==> config.mk <==
export PLATFORM = sky130hd
export DESIGN_NAME = mxt_core
export DESIGN_NICKNAME = d
export VERILOG_FILES = /design/src/hw/rtl/mxt_pkg.sv /design/src/hw/rtl/mxt_core.sv
export SDC_FILE = /design/constraint.sdc
export NUM_CORES = 1
export LEC_CHECK = 0
export BUFFER_PORTS_ARGS = -buffer_cell sky130_fd_sc_hd__buf_2
export CORE_MARGIN = 2
export CORE_UTILIZATION = 32
export CTS_BUF_LIST = sky130_fd_sc_hd__clkbuf_16
export DETAILED_ROUTE_END_ITERATION = 8
export HOLD_SLACK_MARGIN = 0.06
export PLACE_DENSITY = 0.62
export SKIP_CTS_REPAIR_TIMING = 1
export SYNTH_ARGS = -nofsm -noshare
export SYNTH_HDL_FRONTEND = slang
export SYNTH_SLANG_ARGS = --single-unit
==> constraint.sdc <==
create_clock -name clk -period 5.2 [get_ports clk]
set_input_delay 1.04 -clock clk [delete_from_list [all_inputs] [get_ports clk]]
set_output_delay 1.04 -clock clk [all_outputs]
set_load 0.02 [all_outputs]
==> src/hw/rtl/mxt_pkg.sv <==
// Shared types and constants for the maximum XOR pair trie unit.
// Used by mxt_core and max_xor_pair_trie_unit; depends on nothing.
`timescale 1ns / 1ps
`default_nettype none
package mxt_pkg;

    localparam int WORD_BITS_DEF = 32;
    localparam int MAX_ITEMS_DEF = 1024;

    // Node store: two child pointers per entry, pointer 0 means empty.
    localparam int NODE_DEPTH = 32768;
    localparam int NODE_IDX_W = 15;
    localparam int NODE_W     = 2 * NODE_IDX_W;
    localparam int NODES_W    = 16;

    typedef struct packed {
        logic [31:0] value;
        logic        last;
    } in_word_t;

    typedef struct packed {
        logic [31:0] max_xor;
        logic        overflow;
    } out_word_t;

    typedef enum logic [3:0] {
        ST_IDLE,
        ST_INS_ADDR,
        ST_INS_EVAL,
        ST_INS_FILL,
        ST_Q_START,
        ST_Q_VADDR,
        ST_Q_VLOAD,
        ST_Q_ADDR,
        ST_Q_EVAL,
        ST_Q_CMP,
        ST_EMIT
    } mxt_state_t;

endpackage : mxt_pkg
`default_nettype wire

==> src/hw/rtl/mxt_core.sv <==
// Sequencer and shared trie walker: inserts words, then queries every held word.
// Depends on mxt_pkg; drives the node store and value buffer RAM ports.
`timescale 1ns / 1ps
`default_nettype none
module mxt_core
    import mxt_pkg::*;
#(
    parameter int WORD_BITS = WORD_BITS_DEF,
    parameter int MAX_ITEMS = MAX_ITEMS_DEF,
    localparam int AW    = $clog2(MAX_ITEMS),
    localparam int CNT_W = $clog2(MAX_ITEMS + 1)
) (
    input  wire logic                  clk,
    input  wire logic                  rst_n,
    input  wire logic                  item_valid,
    output logic                       item_ready,
    input  wire in_word_t              item,
    output logic                       node_we,
    output logic [NODE_IDX_W-1:0]      node_waddr,
    output logic [NODE_W-1:0]          node_wdata,
    output logic [NODE_IDX_W-1:0]      node_raddr,
    input  wire logic [NODE_W-1:0]     node_rdata,
    output logic                       vb_we,
    output logic [AW-1:0]              vb_waddr,
    output logic [WORD_BITS-1:0]       vb_wdata,
    output logic [AW-1:0]              vb_raddr,
    input  wire logic [WORD_BITS-1:0]  vb_rdata,
    output logic                       res_valid,
    input  wire logic                  res_ready,
    output out_word_t                  res
);

    localparam int LVL_W = (WORD_BITS > 1) ? $clog2(WORD_BITS) : 1;
    localparam logic [LVL_W-1:0] LVL_TOP = LVL_W'(WORD_BITS - 1);

    mxt_state_t state_reg, state_next;

    logic [WORD_BITS-1:0]  word_reg;
    logic                  last_reg;
    logic [NODE_IDX_W-1:0] node_reg;
    logic [LVL_W-1:0]      lvl_reg;
    logic [WORD_BITS-1:0]  acc_reg;
    logic [WORD_BITS-1:0]  best_reg;
    logic [NODE_W-1:0]     root_reg;
    logic [NODES_W-1:0]    nodes_used_reg;
    logic [CNT_W-1:0]      items_held_reg;
    logic [CNT_W-1:0]      qi_reg;
    logic                  dropped_reg;

    logic                  drop;
    logic [NODE_W-1:0]     node_data;
    logic                  bit_cur;
    logic                  bit_below;
    logic [NODE_IDX_W-1:0] child_same;
    logic [NODE_IDX_W-1:0] child_other;
    logic [NODE_IDX_W-1:0] new_ptr;
    logic [NODE_W-1:0]     parent_upd;
    logic [NODE_W-1:0]     fill_data;
    logic [LVL_W-1:0]      lvl_dec;
    logic                  qi_end;

    assign drop = (items_held_reg >= CNT_W'(MAX_ITEMS)) ||
                  (({1'b0, nodes_used_reg} + (NODES_W + 1)'(WORD_BITS)) >
                   (NODES_W + 1)'(NODE_DEPTH));

    // Root lives in flops so a fresh set needs no RAM clear.
    assign node_data   = (node_reg == '0) ? root_reg : node_rdata;
    assign bit_cur     = word_reg[lvl_reg];
    assign lvl_dec     = lvl_reg - 1'b1;
    assign bit_below   = word_reg[lvl_dec];
    assign child_same  = bit_cur ? node_data[NODE_W-1:NODE_IDX_W]
                                 : node_data[NODE_IDX_W-1:0];
    assign child_other = bit_cur ? node_data[NODE_IDX_W-1:0]
                                 : node_data[NODE_W-1:NODE_IDX_W];
    assign new_ptr     = nodes_used_reg[NODE_IDX_W-1:0];
    assign parent_upd  = bit_cur ? {new_ptr, node_data[NODE_IDX_W-1:0]}
                                 : {node_data[NODE_W-1:NODE_IDX_W], new_ptr};
    assign fill_data   = (lvl_reg == '0) ? '0 :
                         (bit_below ? {new_ptr, {NODE_IDX_W{1'b0}}}
                                    : {{NODE_IDX_W{1'b0}}, new_ptr});
    assign qi_end      = ((qi_reg + 1'b1) == items_held_reg);

    // Next state
    always_comb
    begin
        state_next = state_reg;
        unique case (state_reg)
            ST_IDLE:
            begin
                if (item_valid)
                begin
                    if (!drop)
                    begin
                        state_next = ST_INS_ADDR;
                    end
                    else if (item.last)
                    begin
                        state_next = ST_Q_START;
                    end
                end
            end
            ST_INS_ADDR: state_next = ST_INS_EVAL;
            ST_INS_EVAL:
            begin
                if (child_same == '0)
                begin
                    state_next = ST_INS_FILL;
                end
                else if (lvl_reg == '0)
                begin
                    state_next = last_reg ? ST_Q_START : ST_IDLE;
                end
                else
                begin
                    state_next = ST_INS_ADDR;
                end
            end
            ST_INS_FILL:
            begin
                if (lvl_reg == '0)
                begin
                    state_next = last_reg ? ST_Q_START : ST_IDLE;
                end
            end
            ST_Q_START: state_next = (items_held_reg == '0) ? ST_EMIT : ST_Q_VADDR;
            ST_Q_VADDR: state_next = ST_Q_VLOAD;
            ST_Q_VLOAD: state_next = ST_Q_ADDR;
            ST_Q_ADDR:  state_next = ST_Q_EVAL;
            ST_Q_EVAL:  state_next = (lvl_reg == '0) ? ST_Q_CMP : ST_Q_ADDR;
            ST_Q_CMP:   state_next = qi_end ? ST_EMIT : ST_Q_VADDR;
            ST_EMIT:
            begin
                if (res_ready)
                begin
                    state_next = ST_IDLE;
                end
            end
            default:    state_next = ST_IDLE;
        endcase
    end

    // Outputs
    always_comb
    begin
        item_ready = (state_reg == ST_IDLE);
        res_valid  = (state_reg == ST_EMIT);
        node_we    = 1'b0;
        node_waddr = node_reg;
        node_wdata = parent_upd;
        node_raddr = node_reg;
        vb_we      = (state_reg == ST_IDLE) && item_valid && !drop;
        vb_waddr   = items_held_reg[AW-1:0];
        vb_wdata   = item.value[WORD_BITS-1:0];
        vb_raddr   = qi_reg[AW-1:0];
        unique case (state_reg)
            ST_INS_EVAL:
            begin
                node_we = (child_same == '0) && (node_reg != '0);
            end
            ST_INS_FILL:
            begin
                node_we    = 1'b1;
                node_wdata = fill_data;
            end
            default:
            begin
                node_we = 1'b0;
            end
        endcase
    end

    assign res.max_xor  = 32'(best_reg);
    assign res.overflow = dropped_reg;

    always_ff @(posedge clk or negedge rst_n)
    begin
        if (!rst_n)
        begin
            state_reg      <= ST_IDLE;
            root_reg       <= '0;
            nodes_used_reg <= NODES_W'(1);
            items_held_reg <= '0;
            best_reg       <= '0;
            dropped_reg    <= 1'b0;
            qi_reg         <= '0;
            word_reg       <= '0;
            last_reg       <= 1'b0;
            node_reg       <= '0;
            lvl_reg        <= '0;
            acc_reg        <= '0;
        end
        else
        begin
            state_reg <= state_next;
            unique case (state_reg)
                ST_IDLE:
                begin
                    if (item_valid)
                    begin
                        word_reg <= item.value[WORD_BITS-1:0];
                        last_reg <= item.last;
                        node_reg <= '0;
                        lvl_reg  <= LVL_TOP;
                        if (drop)
                        begin
                            dropped_reg <= 1'b1;
                        end
                        else
                        begin
                            items_held_reg <= items_held_reg + 1'b1;
                        end
                    end
                end
                ST_INS_EVAL:
                begin
                    if (child_same == '0)
                    begin
                        // Hook a fresh node under the parent; keep lvl for the fill.
                        if (node_reg == '0)
                        begin
                            root_reg <= parent_upd;
                        end
                        node_reg       <= new_ptr;
                        nodes_used_reg <= nodes_used_reg + 1'b1;
                    end
                    else
                    begin
                        node_reg <= child_same;
                        lvl_reg  <= lvl_dec;
                    end
                end
                ST_INS_FILL:
                begin
                    if (lvl_reg != '0)
                    begin
                        node_reg       <= new_ptr;
                        nodes_used_reg <= nodes_used_reg + 1'b1;
                        lvl_reg        <= lvl_dec;
                    end
                end
                ST_Q_START:
                begin
                    qi_reg <= '0;
                end
                ST_Q_VLOAD:
                begin
                    word_reg <= vb_rdata;
                    node_reg <= '0;
                    lvl_reg  <= LVL_TOP;
                    acc_reg  <= '0;
                end
                ST_Q_EVAL:
                begin
                    if (child_other != '0)
                    begin
                        acc_reg[lvl_reg] <= 1'b1;
                        node_reg         <= child_other;
                    end
                    else
                    begin
                        node_reg <= child_same;
                    end
                    lvl_reg <= lvl_dec;
                end
                ST_Q_CMP:
                begin
                    if (acc_reg > best_reg)
                    begin
                        best_reg <= acc_reg;
                    end
                    qi_reg <= qi_reg + 1'b1;
                end
                ST_EMIT:
                begin
                    if (res_ready)
                    begin
                        // Start the next set afresh.
                        root_reg       <= '0;
                        nodes_used_reg <= NODES_W'(1);
                        items_held_reg <= '0;
                        best_reg       <= '0;
                        dropped_reg    <= 1'b0;
                    end
                end
                default:
                begin
                    last_reg <= last_reg;
                end
            endcase
        end
    end

endmodule : mxt_core
`default_nettype wire

# After elaboration in Yosys (flattened, before gate mapping)
# Index checks and enable logic that the tools add are counted.
[totals] wordCells=139 reg_bits=190 in_bits=99 out_inout_bits=149
[classes] mux=59 n_reduce_logical=33 n_eq_ne=23 bitwise_logic=1 magnitude_cmp=6 add_sub_neg=5
[op_table] op="$mux W30" count=8
[op_table] op="$pmux W32 S2" count=3
[op_table] op="$mux W32" count=4
[op_table] op="$mux W15" count=6
[op_table] op="$pmux W15 S5" count=1
[op_table] op="$pmux W30 S2" count=1
[op_table] op="$mux W16" count=3
[op_table] op="$pmux W16 S3" count=1
[op_table] op="$pmux W11 S2" count=2
[op_table] op="$pmux W4 S11" count=1
[op_table] op="$mux W11" count=3
[op_table] op="$gt A32 B32 Y1" count=1
[op_table] op="$mux W4" count=8
[op_table] op="$or A32 B32 Y32" count=1
[op_table] op="$logic_not A15 Y1" count=2
[op_table] op="$reduce_bool A15 Y1" count=2
[op_table] op="$pmux W5 S5" count=1
[op_table] op="$reduce_and A4 Y1" count=6
[op_table] op="$add A11 B1 Y11 const B" count=2
[op_table] op="$ne A2 B2 Y1 const B" count=9
[op_table] op="$add A16 B6 Y17 const B" count=1
[op_table] op="$gt A17 B16 Y1 const B" count=1
[op_table] op="$add A16 B1 Y16 const B" count=1
[op_table] op="$eq A4 B3 Y1 const B" count=4
[op_table] op="27 further kinds" count=55

# Logic depth before layout (Yosys ltp)
# Gate-level depths: netlist of run 1.
[logic_depth] depth_word=7 ltp_mapped=14 mapped_depth_nobuf=11

# Worst setup path after synthesis of run 1
# OpenSTA, ideal clock, no wires.
[synth_timing] kind="register to output" startpoint="register lvl_reg[0]" endpoint="output node_wdata[7]" path_buffers=5 setup_slack_ns=0.945 arrival_time_ns=3.215 stages_incl_launch_ff=15 cell_sequence="dfrtp_1 -> buf_6 -> buf_6 -> buf_2 -> inv_1 -> ha_1 -> buf_1 -> mux4_2 -> mux4_2 -> mux2i_1 -> nand2_1 -> nand2_1 -> buf_2 -> nand2_1 -> o21ai_0"
[synth_between] elab_chain_len=6 word_cells_on_any_way=10 cone_classes="add/sub (1); mux (8); reduce/logical (1)"
[synth_rtl] item="from (decl)" line_no="mxt_core.sv:41" text="logic [LVL_W-1:0] lvl_reg;"
[synth_rtl] item="from (signal assigned)" line_no="mxt_core.sv:229" text="lvl_reg <= lvl_dec;"
[synth_rtl] item="from (signal assigned)" line_no="mxt_core.sv:238" text="lvl_reg <= lvl_dec;"
[synth_rtl] item="from (signal assigned)" line_no="mxt_core.sv:263" text="lvl_reg <= lvl_dec;"
[synth_rtl] item="$sub A5 B1 Y5" line_no="mxt_core.sv:69" text="assign lvl_dec = lvl_reg - 1'b1;"
[synth_rtl] item="$bmux W1 S5" line_no="mxt_core.sv:70" text="assign bit_below = word_reg[lvl_dec];"
[synth_rtl] item="$mux W1 (implied by the code)" line_no="mxt_core.sv:70"
[synth_rtl] item="$mux W30" line_no="mxt_core.sv:79" text="(bit_below ? {new_ptr, {NODE_IDX_W{1'b0}}}"
[synth_rtl] item="$mux W30" line_no="mxt_core.sv:78" text="assign fill_data = (lvl_reg == '0) ? '0 :"
[synth_rtl] item="$mux W30 *" line_no="mxt_core.sv:155" text="unique case (state_reg)"
[synth_rtl] item="to (decl)" line_no="mxt_core.sv:20" text="output logic [NODE_W-1:0] node_wdata,"
# Every way passes the cells marked *; elsewhere a longest branch is shown, timed or not. The select of a mux whose other input is x is not followed.

# Worst setup path after layout of run 1
[layout_timing] startpoint="register lvl_reg[1]" endpoint="output node_wdata[8]"
# The elaborated chain is that of the path after synthesis.

==> impl_metrics.toml, run 1 <==
[status]
status = "finished clean"

[sta]
slew_viol_final = 0
skew_ps = 17.1
rsz0062_at_grt = "false"
fin_tns_setup_ps = 0
setup_violations = 0
fmax_mhz = 206
hold_viol = 0
period_needed_ps = 4850
timing.final.crit_share_pct = 93.3
tightest_slew_ps = 1040
setup_slack_ps = 349
slew_headroom_pct = 30.1

[run]
maxCapViolCount = 0

[synthesis]
postSynthCellCount = 1438
netlist_area_um2 = 12600
ys_seq_area_share_pct = 37.6
avgSynthCellArea_um2 = 8.80
synthTopCellsByArea = "dfrtp_1, o21ai_0, mux2i_1"
netlist.area_leader.share_pct = 37.4
synth_ff_type = "dfrtp_1"
synth-async-reset-ratio_pct = 100
ys_types = 80
synth_warnings = 0
synth_edf_count = 0
synth_area_leader_cell = "dfrtp_1"
yosys_register_bits = 190
syn_nets = 1579

[cts]
clkLatencyLatePin_ps = 450
htreeDepth = 4
cts.sinks = 190
clk_path_buf_depth = 2
numCtsBuffers = 17
root_buffer = "clkbuf_16"
cts_tree = "yes"
clk_pin_slew_ps = 80

[placement]
gp_congestion = 0.895
io_buffer_count = 247
dp.cells = 2053
place_ws_ps = 573
hpwl_mm = 29.2

[final_layout]
final_cell_count_no_fill = 2085
drive_gt1_share_pct = 22.7
area_growth_pct = 13.2
nets = 1695

[pwr]
seqPwrFrac_pct = 30.5
swShare_pct = 46.5
power_density_nw_per_um2 = 506
p_switching_w = 0.00337
ir_drop_v = 0.000614
clockPowerShare_pct = 19.9
p_leak_nw = 7.04
comb_power_share_pct = 49.6
internal_power_w = 0.00388

[drt]
drt_iter0_markers = 938
drc = 0
vias = 11300
wl_met1_mm = 18.0
met2_length_mm = 18.4
vias_per_cell = 5.42
drtPass1Iterations = 5
highest_layer = "met5"
antenna_left = 0
wl_met3_mm = 2.93
detail_route.wl_per_cell_um = 19.4
finalWirelength_mm = 40.4

[grt]
grt_use_total_pct = 19.4
overflow = 0
grt_max_degree = 117
grt_pass1_wl_mm = 62.2
grt_pass1_vias = 10500
antenna_found_initial = 5

[setup_path]
path_class = "register to output port"
cp_cell_sequence = "inv_1 -> ha_1 -> mux4_2 -> mux4_2 -> mux2i_1 -> nand2_1 -> nand2_1 -> nand2_1 -> o21ai_0 -> buf_2"
cpMaxStageDelayCell = "dfrtp_1"
critPathLaunchType = "register"
ff2ff_setup_slack_ps = 1170
crit_path_frequent_cell = "nand2_1"
cp_top_family = "multiplexers"
worstRegToRegCells = 11
crit_fanout = 15
endpoint_kind = "output port"
critPathMaxStageDelay_ps = 610
reg2reg_to = "node_raddr[7]"
rr_startpoint = "lvl_reg[2]"
arrival_ps = 3810
path_buf_inv = 2
critPathRequiredTime_ps = 4160

[min_path]
worstHoldStart = "root_reg[8]"
hold_end = "root_reg[8]"
hold_class = "register to register"
whs_path_depth = 2

[floorplan]
die_x_um = 203
fp-row-count = 72
dieArea_um2 = 41100
io_pins = 248
initial_utilization_pct = 32.6
die_h_um = 203
core-area_um2 = 38800
[final cells by class]
| cell class | instances | area (µm²) |
|---|---|---|
| Antenna cell | 1 | 2.50 |
| Clock buffer | 17 | 425 |
| Clock inverter | 14 | 201 |
| Fill cell | 4001 | 24500 |
| Inverter | 54 | 203 |
| Multi-Input combinational cell | 1018 | 6630 |
| Sequential cell | 190 | 4760 |
| Tap cell | 518 | 648 |
| Timing Repair Buffer | 273 | 1450 |
[layout by cell type, fill, tap and decap left out, drive strengths merged, types with 18 or more instances in the layout]
| master | netlist | routed |
|---|---|---|
| mux2i | 70 | 70 |
| buf | 108 | 272 |
| xor2 | 30 | 30 |
| a221o | 38 | 38 |
| inv | 53 | 59 |
| ha | 42 | 42 |
| nor4 | 23 | 23 |
| nand4 | 32 | 32 |
| nor3 | 55 | 55 |
| dfrtp | 189 | 189 |
| nand2 | 149 | 149 |
| nor2 | 119 | 119 |
| clkbuf | 68 | 18 |
| nand3 | 49 | 49 |
| a21oi | 75 | 75 |
| o21ai | 151 | 151 |
[per-layer routing]
metal | vias to the layer above | GRT usage (%)
met4 | 8 | 6.47
met1 | 5431 | 26.5
met2 | 464 | 30.2
li1 | 5330 | -
met5 | - | 0
met3 | 77 | 4.43
[synthesized netlist by cell type, drive strengths merged (11+ instances only)]
cell and count:
a21oi 75, clkbuf 68, ha 42, nor4 23
buf 108, mux2i 70, mux4 14, nor3 55
a221o 38, nand4 32, o21ai 151, nand2 149
xnor2 11, dfrtp 189, xor2 30, inv 53
nor2 119, nand3 49
[how the worst max path moves through the flow]
stage,slack [ps],to,startpoint,cells past startpoint
floorplan,940,node_wdata[7],lvl_reg[0],14
global placement,730,node_wdata[7],lvl_reg[0],10
detailed placement,570,node_wdata[14],lvl_reg[0],10
CTS,90,node_wdata[14],lvl_reg[0],10
global route,30,node_wdata[6],lvl_reg[1],10
finish,350,node_wdata[8],lvl_reg[1],10
[kinds of logic (layout without fill, tap and decap cells)]
kind of cell    count (synthesis)  count (layout)  share of synthesized area [%]
simple gates                  482             482                           17.9
compound gates                359             359                           18.2
buf+inv                       230             358                           10.3
flops                         190             190                           37.6
mux                            94              94                           9.05
fa+ha+maj                      42              42                           4.15
xor+xnor                       41              41                           2.84
other cells                     0               1                              0
[worst reg2reg max path, stage by stage, from the launching register on]
cell      delay, ps
dfrtp_1         650
nor3b_1         610
a221oi_1        170
o21a_1          260
o221ai_4         90
buf_4           710
nor2_2          230
o21a_1          320
buf_4           210
a221oi_2        270
a21oi_1         100
a221o_1         300
[power by group through the flow]
stage / logic [W] / clock network, W / registers (W)
floorplan: 0.00279 / 0 / 0.00203
global placement: 0.00350 / 0 / 0.00223
detailed placement: 0.00357 / 0 / 0.00223
CTS: 0.00358 / 0.00147 / 0.00220
global route: 0.00394 / 0.00153 / 0.00225
finish: 0.00359 / 0.00144 / 0.00221
[metrics by stage]
stage               util, %  hold slack, ps  instance area, µm²  power [W]
floorplan                 -             465               12600    0.00482
global placement       35.3             506               13700    0.00574
detailed placement     35.3             513               13700    0.00580
CTS                    36.9             531               14300    0.00725
global route           36.9             552               14300    0.00772
finish                 36.9             535               14300    0.00724
Note: power is estimated with default switching activity, not from simulation.
==> inputs of run 2 (changes only) <==
GPL_TIMING_DRIVEN = 0   (was unset)
==> run 2 against run 1 <==
Against the previous run: utilization increased by 2.3 points; maximum frequency decreased by 2.3%; non-clock buffer count increased by 150; critical endpoint is now node_wdata[14].
==> impl_metrics.toml, run 2 (synthesis gave the netlist of run 1 again) <==
[min_path]
hold_class = "register to register"
whs_path_depth = 2

[placement]
io_buffer_count = 247
gp_congestion = 0.953
dp.cells = 2204
dpl_cell_area_um2 = 14600
hpwl_mm = 32.6
place_ws_ps = 138

[sta]
slew_headroom_pct = 33.0
setup_slack_ps = 235
skew_ps = 18.4
period_needed_ps = 4970
slew_viol_final = 0
fmax_mhz = 201
tightest_slew_ps = 996
setup_violations = 0
rsz0062_at_grt = "false"
hold_viol = 0
timing.final.crit_share_pct = 95.5

[cts]
clk_pin_slew_ps = 70
htreeDepth = 4
root_buffer = "clkbuf_16"
cts.sinks = 190
clkLatencyLatePin_ps = 460
cts_tree = "yes"
numCtsBuffers = 17
clk_path_buf_depth = 2

[drt]
vias = 11900
drc = 0
finalWirelength_mm = 42.2
drt_iter0_markers = 842
drtPass1Iterations = 8
antenna_left = 0
detail_route.wl_per_cell_um = 18.9
vias_per_cell = 5.32

[pwr]
comb_power_share_pct = 54.6
p_switching_w = 0.00356
swShare_pct = 46.6
p_leak_nw = 7.54
power_density_nw_per_um2 = 503
internal_power_w = 0.00408
seqPwrFrac_pct = 27.1
clockPowerShare_pct = 18.4
ir_drop_v = 0.000248

[floorplan]
die_h_um = 203
die_x_um = 203
initial_utilization_pct = 32.6
core-area_um2 = 38800
io_pins = 248
dieArea_um2 = 41100
fp-row-count = 72

[setup_path]
cp_cell_sequence = "buf_6 -> buf_6 -> buf_4 -> inv_1 -> ha_4 -> mux4_2 -> mux4_2 -> mux2i_2 -> nand2_1 -> nand2_1 -> clkbuf_4 -> nand2_1 -> o21ai_0 -> buf_2"
path_buf_inv = 6
cp_top_family = "buffers and inverters"
worstRegToRegCells = 13
path_class = "register to output port"
critPathMaxStageDelay_ps = 490
endpoint_kind = "output port"
crit_fanout = 10
crit_path_frequent_cell = "nand2_1"
critPathLaunchType = "register"
cpMaxStageDelayCell = "mux4_2"
cp.depth = 14
critPathRequiredTime_ps = 4160
arrival_ps = 3930

[grt]
grt_pass1_wl_mm = 66.0
antenna_found_initial = 1
overflow = 0
grt_pass1_vias = 11600
grt_max_degree = 118
grt_use_total_pct = 20.5

[final_layout]
fill_cells = 3986
final_cell_count_no_fill = 2235
diodes = 0
drive_gt1_share_pct = 25.3
final_cell_mix = "buf_2, dfrtp_1, nand2_1, o21ai_0, nor2_1"
nets = 1845
final_common_cell = "buf_2"
final_area_um2 = 15200
area_growth_pct = 20.2

[status]
status = "finished clean"

[run]
maxCapViolCount = 0
==> run 2: cell count changes in the layout (fill, tap and decap cells not counted), moves of 3 or more <==
| cell | previous run | this run |
|---|---|---|
| clkbuf_4 | 0 | 3 |
| buf_6 | 0 | 10 |
| buf_2 | 246 | 262 |
| clkbuf_8 | 1 | 7 |
| buf_1 | 0 | 10 |
| buf_4 | 25 | 70 |
| clkbuf_1 | 0 | 59 |
==> run 2: routing by layer <==
layer,part of all wire (%),GRT usage (%)
met1,45,28.0
met2,46,32.6
met3,6.1,3.69
met4,2.9,7.33
met5,0.031,0
==> run 2: power groups by stage <==
stage / Combinational [W] / Sequential (W) / Clock, W
floorplan: 0.00279 / 0.00203 / 0
global placement: 0.00404 / 0.00209 / 0
detailed placement: 0.00409 / 0.00210 / 0
CTS: 0.00411 / 0.00207 / 0.00143
global route: 0.00454 / 0.00211 / 0.00149
finish: 0.00417 / 0.00207 / 0.00140
==> run 2: final timing paths <==
path / startpoint / end / slack, ps
worst max-delay path: lvl_reg[0] / node_wdata[14] / 230
worst min-delay path: acc_reg[29] / acc_reg[29] / 540
worst max register to register: lvl_reg[0] / node_raddr[11] / 1560
worst min register to register: acc_reg[29] / acc_reg[29] / 540
max in group asynchronous: rst_n / word_reg[24] / 3590
min in group asynchronous: rst_n / node_raddr[12] / 570
==> run 2: worst register-to-register path, stage by stage, from the launching register on <==
cell	delay, ps
dfrtp_1	430
buf_6	160
buf_6	140
buf_4	200
inv_1	140
ha_4	190
nand2_1	110
nor2_1	600
o21ai_0	160
a31oi_1	280
clkbuf_1	480
clkbuf_1	410
a221oi_1	160
o21ai_0	100
==> run 2: area by class of cell <==
type / instances / area (µm²) / area share, %
plain buffers: 175 / 1100 / 7.21
clock buffers: 17 / 425 / 2.80
clock inverters: 15 / 186 / 1.23
inverters: 54 / 203 / 1.33
multi-input cells: 1018 / 6620 / 43.5
flip-flops and latches: 190 / 4760 / 31.3
well taps: 518 / 648 / 4.26
repair buffers: 248 / 1270 / 8.38
==> run 2: per-stage QoR <==
stage | hold slack (ps) | setup TNS, ps | utilization (%) | power (W)
2_1_floorplan | 465 | 0 | - | 0.00482
3_3_place_gp | 479 | -39920 | 37.4 | 0.00613
3_5_place_dp | 519 | 0 | 37.5 | 0.00619
4_1_cts | 540 | -6420 | 39.1 | 0.00761
5_1_grt | 549 | 0 | 39.2 | 0.00813
6_report | 536 | 0 | 39.2 | 0.00764
